File: src/design/rgbg_pkg.sv
`timescale 1ns / 1ps

package rgbg_pkg;

  // Register indexes of the configuration port
  localparam logic [1:0] CFG_GAIN = 2'd0;
  localparam logic [1:0] CFG_BPP  = 2'd1;

  localparam logic [15:0] GAIN_RESET = 16'd256;
  localparam logic [2:0]  BPP_RESET  = 3'd3;
  localparam logic [2:0]  BPP_MIN_CORRECT = 3'd3;

  // 255.0 in 8.8, widened to the product width
  localparam logic [23:0] FULL_8_8 = 24'd65280;

  localparam int unsigned NUM_LANES  = 3;
  localparam int unsigned QUOT_BITS  = 8;
  localparam int unsigned DIV_STEPS_PER_STAGE = 2;
  localparam int unsigned NUM_DIV_STAGES = QUOT_BITS / DIV_STEPS_PER_STAGE;

  typedef struct packed {
    logic [7:0] red_in;
    logic [7:0] green_in;
    logic [7:0] blue_in;
    logic       end_of_image;
  } pix_in_t;

  typedef struct packed {
    logic [7:0] red_out;
    logic [7:0] green_out;
    logic [7:0] blue_out;
    logic       last_out;
  } pix_out_t;

  // Word carried through the divider stages.
  // acc holds {remainder, dividend bits still to shift / quotient bits}.
  typedef struct packed {
    logic [NUM_LANES-1:0][15:0] acc;
    logic [7:0]                 divisor;
    logic [NUM_LANES-1:0][7:0]  fallback;
    logic                       use_div;
    logic                       last;
  } div_word_t;

  // One restoring division step: shift in the next dividend bit, subtract if it fits.
  function automatic logic [15:0] div_step(logic [15:0] acc, logic [7:0] divisor);
    logic [8:0] trial;
    logic [8:0] diff;
    trial = {acc[15:8], acc[7]};
    diff  = trial - {1'b0, divisor};
    if (trial >= {1'b0, divisor}) begin
      return {diff[7:0], acc[6:0], 1'b1};
    end
    return {trial[7:0], acc[6:0], 1'b0};
  endfunction

endpackage

File: src/design/rgb_gain_with_hue_preserving_clip.sv
`timescale 1ns / 1ps

// RGB gain with hue-preserving clip. Each pixel word carries red, green and
// blue bytes plus an end-of-image flag. Every channel is multiplied by the
// unsigned 8.8 gain register (256 = 1.0). If no product exceeds 255.0 the
// channels are the products with the fraction dropped; if any product
// exceeds it, all three are rescaled so the largest channel lands on exactly
// 255 and the channel ratios are kept (results truncated). A bytes_per_pixel
// value below 3 passes the pixel through unchanged. Throughput is one pixel
// per clock unless out_ready_i back-pressure stalls the pipe. The pipe holds
// two front stages (multiply, then clip decision), four restoring-divider
// stages at two quotient bits each, and the output register. Write the
// registers only while no pixel is in flight. Register 0 is gain, register
// 1 is bytes_per_pixel; other indexes are ignored.
module rgb_gain_with_hue_preserving_clip (
  input  logic               clk_i,
  input  logic               rst_ni,
  input  logic               cfg_we_i,
  input  logic [1:0]         cfg_idx_i,
  input  logic [15:0]        cfg_wdata_i,
  input  logic               in_valid_i,
  output logic               in_ready_o,
  input  rgbg_pkg::pix_in_t  in_word_i,
  output logic               out_valid_o,
  input  logic               out_ready_i,
  output rgbg_pkg::pix_out_t out_word_o
);
  import rgbg_pkg::*;

  // Configuration registers
  logic [15:0] gain_q;
  logic [2:0]  bpp_q;

  always_ff @(posedge clk_i or negedge rst_ni) begin
    if (!rst_ni) begin
      gain_q <= GAIN_RESET;
      bpp_q  <= BPP_RESET;
    end else if (cfg_we_i) begin
      case (cfg_idx_i)
        CFG_GAIN: gain_q <= cfg_wdata_i;
        CFG_BPP:  bpp_q  <= cfg_wdata_i[2:0];
        default: ;
      endcase
    end
  end

  // Divider chain: index 0 is the front output, the last index feeds the output register
  logic                  chain_valid [NUM_DIV_STAGES+1];
  logic                  chain_ready [NUM_DIV_STAGES+1];
  div_word_t             chain_word  [NUM_DIV_STAGES+1];

  rgbg_front u_front (
    .clk_i        (clk_i),
    .rst_ni       (rst_ni),
    .gain_i       (gain_q),
    .correct_en_i (bpp_q >= BPP_MIN_CORRECT),
    .valid_i      (in_valid_i),
    .ready_o      (in_ready_o),
    .word_i       (in_word_i),
    .valid_o      (chain_valid[0]),
    .ready_i      (chain_ready[0]),
    .word_o       (chain_word[0])
  );

  for (genvar k = 0; k < NUM_DIV_STAGES; k++) begin : g_div
    rgbg_div u_div (
      .clk_i   (clk_i),
      .rst_ni  (rst_ni),
      .valid_i (chain_valid[k]),
      .ready_o (chain_ready[k]),
      .word_i  (chain_word[k]),
      .valid_o (chain_valid[k+1]),
      .ready_i (chain_ready[k+1]),
      .word_o  (chain_word[k+1])
    );
  end

  // Output register: pick quotient or the fallback byte per channel
  logic     out_valid_q;
  pix_out_t out_word_q, out_word_d;
  div_word_t tail;

  assign tail = chain_word[NUM_DIV_STAGES];

  always_comb begin
    out_word_d.red_out   = tail.use_div ? tail.acc[2][7:0] : tail.fallback[2];
    out_word_d.green_out = tail.use_div ? tail.acc[1][7:0] : tail.fallback[1];
    out_word_d.blue_out  = tail.use_div ? tail.acc[0][7:0] : tail.fallback[0];
    out_word_d.last_out  = tail.last;
  end

  // Advance when the output slot is empty or being drained
  assign chain_ready[NUM_DIV_STAGES] = !out_valid_q || out_ready_i;

  always_ff @(posedge clk_i or negedge rst_ni) begin
    if (!rst_ni) begin
      out_valid_q <= 1'b0;
    end else if (chain_ready[NUM_DIV_STAGES]) begin
      out_valid_q <= chain_valid[NUM_DIV_STAGES];
    end
  end

  always_ff @(posedge clk_i) begin
    if (chain_valid[NUM_DIV_STAGES] && chain_ready[NUM_DIV_STAGES]) begin
      out_word_q <= out_word_d;
    end
  end

  assign out_valid_o = out_valid_q;
  assign out_word_o  = out_word_q;

  // Input only stalls when the whole pipe backs up behind a held output word
  a_stall_source: assert property (@(posedge clk_i) disable iff (!rst_ni)
    !in_ready_o |-> out_valid_o && !out_ready_i)
    else $error("input stalled without output back-pressure");

  // A clipped pixel always has one channel at full scale
  a_clip_full: assert property (@(posedge clk_i) disable iff (!rst_ni)
    chain_valid[NUM_DIV_STAGES] && tail.use_div |->
      out_word_d.red_out == 8'hFF || out_word_d.green_out == 8'hFF ||
      out_word_d.blue_out == 8'hFF)
    else $error("clipped pixel without a full-scale channel");

endmodule

File: src/design/rgbg_front.sv
`timescale 1ns / 1ps

module rgbg_front (
  input  logic                clk_i,
  input  logic                rst_ni,
  input  logic [15:0]         gain_i,
  input  logic                correct_en_i,
  input  logic                valid_i,
  output logic                ready_o,
  input  rgbg_pkg::pix_in_t   word_i,
  output logic                valid_o,
  input  logic                ready_i,
  output rgbg_pkg::div_word_t word_o
);
  import rgbg_pkg::*;

  // Stage A: products and largest channel
  logic                       a_valid_q;
  logic                       a_ready;
  logic [NUM_LANES-1:0][23:0] a_prod_q, a_prod_d;
  logic [NUM_LANES-1:0][7:0]  a_raw_q, a_raw_d;
  logic [7:0]                 a_cmax_q, a_cmax_d;
  logic                       a_bypass_q;
  logic                       a_last_q;

  // Stage B: clip decision and dividend setup
  logic      b_valid_q;
  div_word_t b_word_q, b_word_d;

  always_comb begin
    a_raw_d = {word_i.red_in, word_i.green_in, word_i.blue_in};
    for (int i = 0; i < NUM_LANES; i++) begin
      a_prod_d[i] = 24'(a_raw_d[i]) * 24'(gain_i);
    end
    a_cmax_d = a_raw_d[0];
    if (a_raw_d[1] > a_cmax_d) begin
      a_cmax_d = a_raw_d[1];
    end
    if (a_raw_d[2] > a_cmax_d) begin
      a_cmax_d = a_raw_d[2];
    end
  end

  assign ready_o = !a_valid_q || a_ready;
  assign a_ready = !b_valid_q || ready_i;

  always_ff @(posedge clk_i or negedge rst_ni) begin
    if (!rst_ni) begin
      a_valid_q <= 1'b0;
    end else if (ready_o) begin
      a_valid_q <= valid_i;
    end
  end

  always_ff @(posedge clk_i) begin
    if (valid_i && ready_o) begin
      a_prod_q   <= a_prod_d;
      a_raw_q    <= a_raw_d;
      a_cmax_q   <= a_cmax_d;
      a_bypass_q <= !correct_en_i;
      a_last_q   <= word_i.end_of_image;
    end
  end

  // Gain cancels in p / pmax, so the rescale is c * 255 / cmax.
  always_comb begin
    logic clip;
    clip = 1'b0;
    for (int i = 0; i < NUM_LANES; i++) begin
      clip = clip | (a_prod_q[i] > FULL_8_8);
    end
    for (int i = 0; i < NUM_LANES; i++) begin
      b_word_d.acc[i]      = {a_raw_q[i], 8'h00} - {8'h00, a_raw_q[i]};
      b_word_d.fallback[i] = a_bypass_q ? a_raw_q[i] : a_prod_q[i][15:8];
    end
    b_word_d.divisor = a_cmax_q;
    b_word_d.use_div = !a_bypass_q && clip;
    b_word_d.last    = a_last_q;
  end

  always_ff @(posedge clk_i or negedge rst_ni) begin
    if (!rst_ni) begin
      b_valid_q <= 1'b0;
    end else if (a_ready) begin
      b_valid_q <= a_valid_q;
    end
  end

  always_ff @(posedge clk_i) begin
    if (a_valid_q && a_ready) begin
      b_word_q <= b_word_d;
    end
  end

  assign valid_o = b_valid_q;
  assign word_o  = b_word_q;

  a_div_nonzero: assert property (@(posedge clk_i) disable iff (!rst_ni)
    b_valid_q && b_word_q.use_div |-> b_word_q.divisor != 8'd0)
    else $error("clip word with zero divisor");

  a_b_hold: assert property (@(posedge clk_i) disable iff (!rst_ni)
    b_valid_q && !ready_i |=> b_valid_q && $stable(b_word_q))
    else $error("stage B word changed while stalled");

endmodule

File: src/design/rgbg_div.sv
`timescale 1ns / 1ps

module rgbg_div (
  input  logic                clk_i,
  input  logic                rst_ni,
  input  logic                valid_i,
  output logic                ready_o,
  input  rgbg_pkg::div_word_t word_i,
  output logic                valid_o,
  input  logic                ready_i,
  output rgbg_pkg::div_word_t word_o
);
  import rgbg_pkg::*;

  logic      valid_q;
  div_word_t word_q, word_d;

  always_comb begin
    word_d = word_i;
    for (int i = 0; i < NUM_LANES; i++) begin
      for (int s = 0; s < DIV_STEPS_PER_STAGE; s++) begin
        word_d.acc[i] = div_step(word_d.acc[i], word_i.divisor);
      end
    end
  end

  assign ready_o = !valid_q || ready_i;

  always_ff @(posedge clk_i or negedge rst_ni) begin
    if (!rst_ni) begin
      valid_q <= 1'b0;
    end else if (ready_o) begin
      valid_q <= valid_i;
    end
  end

  always_ff @(posedge clk_i) begin
    if (valid_i && ready_o) begin
      word_q <= word_d;
    end
  end

  assign valid_o = valid_q;
  assign word_o  = word_q;

  // Remainder stays below the divisor on every lane of a clip word
  a_rem_bound: assert property (@(posedge clk_i) disable iff (!rst_ni)
    valid_q && word_q.use_div |->
      (word_q.acc[0][15:8] < word_q.divisor) &&
      (word_q.acc[1][15:8] < word_q.divisor) &&
      (word_q.acc[2][15:8] < word_q.divisor))
    else $error("divider remainder out of range");

endmodule

File: config.mk
export PLATFORM = sky130hd
export DESIGN_NAME = rgb_gain_with_hue_preserving_clip
export DESIGN_NICKNAME = d
export VERILOG_FILES = /design/src/design/rgbg_pkg.sv /design/src/design/rgb_gain_with_hue_preserving_clip.sv /design/src/design/rgbg_front.sv /design/src/design/rgbg_div.sv
export SDC_FILE = /design/constraint.sdc
export NUM_CORES = 2
export LEC_CHECK = 0
export ABC_AREA = 1
export BUFFER_PORTS_ARGS = -buffer_cell sky130_fd_sc_hd__buf_2
export CAP_MARGIN = 10
export CORE_AREA = 4 4 281 394
export CTS_CLUSTER_DIAMETER = 150
export CTS_CLUSTER_SIZE = 12
export DETAILED_ROUTE_END_ITERATION = 12
export DIE_AREA = 0 0 285 398
export SYNTH_ARGS = -nofsm -noshare
export SYNTH_HDL_FRONTEND = slang
export SYNTH_SLANG_ARGS = --single-unit
File: constraint.sdc
create_clock -name clk_i -period 5.8 [get_ports clk_i]
set_clock_uncertainty 0.1 [all_clocks]
set_input_delay 0.29 -clock clk_i [delete_from_list [all_inputs] [get_ports clk_i]]
set_output_delay 0.29 -clock clk_i [all_outputs]
set_load 0.02 [all_outputs]
==> impl_metrics.py <==
metrics = {
    "outcome": {
        "outcome": "complete, no violations",
    },
    "synthesis": {
        "avgSynthCellArea_um2": 8.86,
        "netlist_instances": 4804,
        "synth_top_family_by_area": "adder cells",
        "synthXorXnorAreaFrac_pct": 3.21,
        "ys_ff_latch": 535,
        "syn_area_mm2": 0.0426,
        "syn_nets": 5468,
        "synth_edf_count": 509,
        "synthArstFlopShare_pct": 4.86,
        "yosys_warnings": 0,
        "ys_types": 56,
        "synth-simple-area-share_pct": 20.2,
        "yosys.area.top_type": "edfxtp_1",
        "synth_fa_ha_area_share_pct": 22.9,
        "synth_top_area_share_pct": 35.9,
        "synthFlopType": "edfxtp_1",
        "synth_area_leaders": "edfxtp_1 36%, fa_1 13%, nand2_1 11%",
        "synth_compound_area_share_pct": 5.28,
        "synth_mux_area_share_pct": 1.24,
        "yosysSeqAreaShare_pct": 37.4,
    },
    "route": {
        "viasPerCell": 4.83,
        "wl_um": 100000,
        "top_layer_used": "met4",
        "routedLengthMet1_um": 39200,
        "num_vias": 30700,
        "wl_met3_um": 2620,
        "first_pass_iters": 5,
        "wire_per_inst_um": 15.8,
        "drtAntennaViolNets": 0,
        "drc_errors": 0,
        "drtIter0Drc": 1602,
        "route.met2.wl_um": 53200,
    },
    "floorplanning": {
        "pin_count": 75,
        "fp.dieH_um": 398,
        "die_area_mm2": 0.113,
        "initial_utilization_pct": 39.9,
        "core-area_mm2": 0.107,
        "fp-row-count": 142,
        "die_x_um": 285,
    },
    "layout": {
        "nFillCells": 10500,
        "drive_above_1_share_pct": 7.52,
        "areaGrowthSynthToFinish_pct": 8.68,
        "most-common-layout-cells": "1233 x nand2_1, 971 x inv_1, 509 x edfxtp_1",
        "layout_commonest_cell": "nand2_1",
        "layout.nets": 5542,
        "antenna_cells": 0,
    },
    "critical_path": {
        "critPathCaptureType": "flop",
        "cp-start-kind": "flop",
        "r2r_start": "gain_q[3]$_DFFE_PN0P_",
        "cp_cell_sequence": "buf_4, nand2_1, inv_1, fa_1, fa_1, fa_1, inv_1, fa_1, inv_1, ha_1, a21oi_1, a21boi_1, o21ai_1, nand2_1, nand2_1, nand2_1, nand2_1",
        "ff2ff_setup_slack_ns": 0.58,
        "r2r-end": "u_front.a_prod_q[13]$_DFFE_PP_",
        "worstPathRequired_ns": 6.07,
        "cp-startpoint": "gain_q[3]$_DFFE_PN0P_",
        "crit_type": "reg -> reg",
        "path_max_fanout": 18,
        "r2r_cells": 17,
        "worstPathArrival_ns": 5.49,
        "crit_top_cell": "nand2_1",
        "critical-path-max-stage-delay_ns": 0.83,
        "critPathSlowestCell": "dfrtp_1",
    },
    "sta": {
        "whs_ns": 0.0279,
        "worst_pin_slew_ns": 1.08,
        "totalNegativeSetupSlack_ns": 0,
        "relSlewSlack_pct": 27.9,
        "finalCriticalPeriod_ns": 5.22,
        "fmax_mhz": 191,
        "hold_viol": 0,
        "fin_crit_sh_pct": 90.1,
        "drv_slew": 0,
        "rsz0062_at_grt": "no",
        "setup_viol": 0,
    },
    "flow_run": {
        "max_cap_violations": 0,
    },
    "global_routing": {
        "grtUsageTotal_pct": 17.8,
        "grt_max_degree": 75,
        "grt-ovfl-total": 0,
        "grt_pass1_vias": 31600,
        "grt_pass1_wl_um": 163000,
        "antenna_found_initial": 0,
    },
    "placed_design": {
        "place.gp.congestion": 0.925,
        "post-dp-hpwl_um": 78900,
        "portBuffers": 74,
    },
    "clock_network": {
        "htree_levels": 2,
        "clock_path_buffers": 3,
        "cts-root-buf": "clkbuf_16",
        "clock_sinks": 535,
        "clkTransAtPathRegs_ns": 0.08,
        "cts_tree": "yes",
        "worstSkewPairLatency_ns": 0.63,
        "cts_buffers": 50,
        "ctsResizeCount": 0,
    },
    "worst_hold_path": {
        "holdPathEnd": "bpp_q[2]$_DFFE_PN0P_",
        "min_path_cells": 3,
        "worstHoldStart": "cfg_idx_i[0]",
        "hp-class": "in -> reg",
    },
}
==> critical path: cells and delay by family, from the launching register on <==
family / cells / cell delay, ns
adders and majority gates: 5 / 2.40
AOI/OAI and AO/OA: 3 / 0.84
DFF: 1 / 0.83
buffers and inverters: 4 / 0.47
and+or+nand+nor: 5 / 0.33
==> sequential cells by signal, indices dropped and copies added (netlist names) <==
signal and count:
bpp_q 3, g_div.u_div.valid_o 4, g_div.u_div.word_o 296, gain_q 16, out_valid_o 1, out_word_o 25, u_front.a_bypass_q 1, u_front.a_cmax_q 8
u_front.a_last_q 1, u_front.a_prod_q 72, u_front.a_raw_q 24, u_front.a_valid_q 1, u_front.valid_o 1, u_front.word_o 82
==> how the worst max path moves through the flow <==
stage	depth (start not counted)	slack, ns	to
floorplan	7	0.36	g_div[0].u_div.word_o[0]$_DFFE_PP_
global placement	17	0.57	u_front.a_prod_q[43]$_DFFE_PP_
detailed placement	17	0.59	u_front.a_prod_q[37]$_DFFE_PP_
CTS	17	0.57	u_front.a_prod_q[37]$_DFFE_PP_
global route	17	0.30	u_front.a_prod_q[37]$_DFFE_PP_
finish	17	0.58	u_front.a_prod_q[13]$_DFFE_PP_
==> per-layer routing <==
| layer | vias up | GRT usage [%] |
|---|---|---|
| li1 | 15400 | - |
| met1 | 14600 | 19.9 |
| met2 | 494 | 34.2 |
| met3 | 201 | 1.61 |
| met4 | 0 | 7.92 |
| met5 | - | 0 |
==> Yosys cell counts (6+ instances only) <==
cell type,instances
xor2_1,103
nor3_1,32
xnor2_1,53
nand2_4,20
nand2_2,34
a21o_1,8
nand3_1,235
o21ai_1,18
a21oi_4,11
fa_1,273
nor2_1,251
or2_2,19
o21bai_1,9
or2_1,6
o21a_1,10
dfrtp_1,23
buf_2,8
ha_1,343
edfxtp_1,509
nand3b_1,15
nand4_1,60
a31oi_1,13
inv_1,975
nor2_2,9
nand2_1,1233
mux2_2,47
nor4_1,17
o21ai_2,8
a21oi_1,201
clkbuf_1,100
a21oi_2,6
nand3_2,9
o21ai_0,100
==> kinds of logic (layout without fill, tap and decap cells) <==
family | after synthesis | in the layout
buffers and inverters | 1095 | 1200
xor gates and xnor gates | 156 | 156
DFF | 535 | 535
muxes | 47 | 47
adders and majority gates | 616 | 616
and+or+nand+nor | 1963 | 1963
AOI/OAI and AO/OA | 392 | 392
==> per-stage QoR <==
step | setup slack, ns | instances | area, um^2 | utilization (%)
after global routing | 0.301 | 6349 | 46300 | 43.3
after global placement | 0.566 | 6242 | 44600 | 41.8
after CTS | 0.572 | 6349 | 46300 | 43.3
after detailed placement | 0.587 | 6242 | 44600 | 41.8
after floorplan | 0.359 | 4804 | 42600 | -
final | 0.576 | 6349 | 46300 | 43.3
==> area by class of cell <==
type / instances / area [um^2] / share of cell area [%]
clock buffers: 79 / 1360 / 2.94
well taps: 1440 / 1800 / 3.89
repair buffers: 134 / 881 / 1.90
multi-input cells: 3174 / 22500 / 48.6
clock inverters: 4 / 82.6 / 0.178
flip-flops and latches: 535 / 15900 / 34.4
inverters: 983 / 3700 / 7.99
==> repair_timing <==
item                                   4_1_cts  5_1_grt
hold buffers                                24        0
buffers inserted                             0        0
endpoints found under the hold margin       48        0
Power is left out: the tool's default activity adds up to more than one toggle a clock period on the data nets, which glitch-free logic cannot reach.
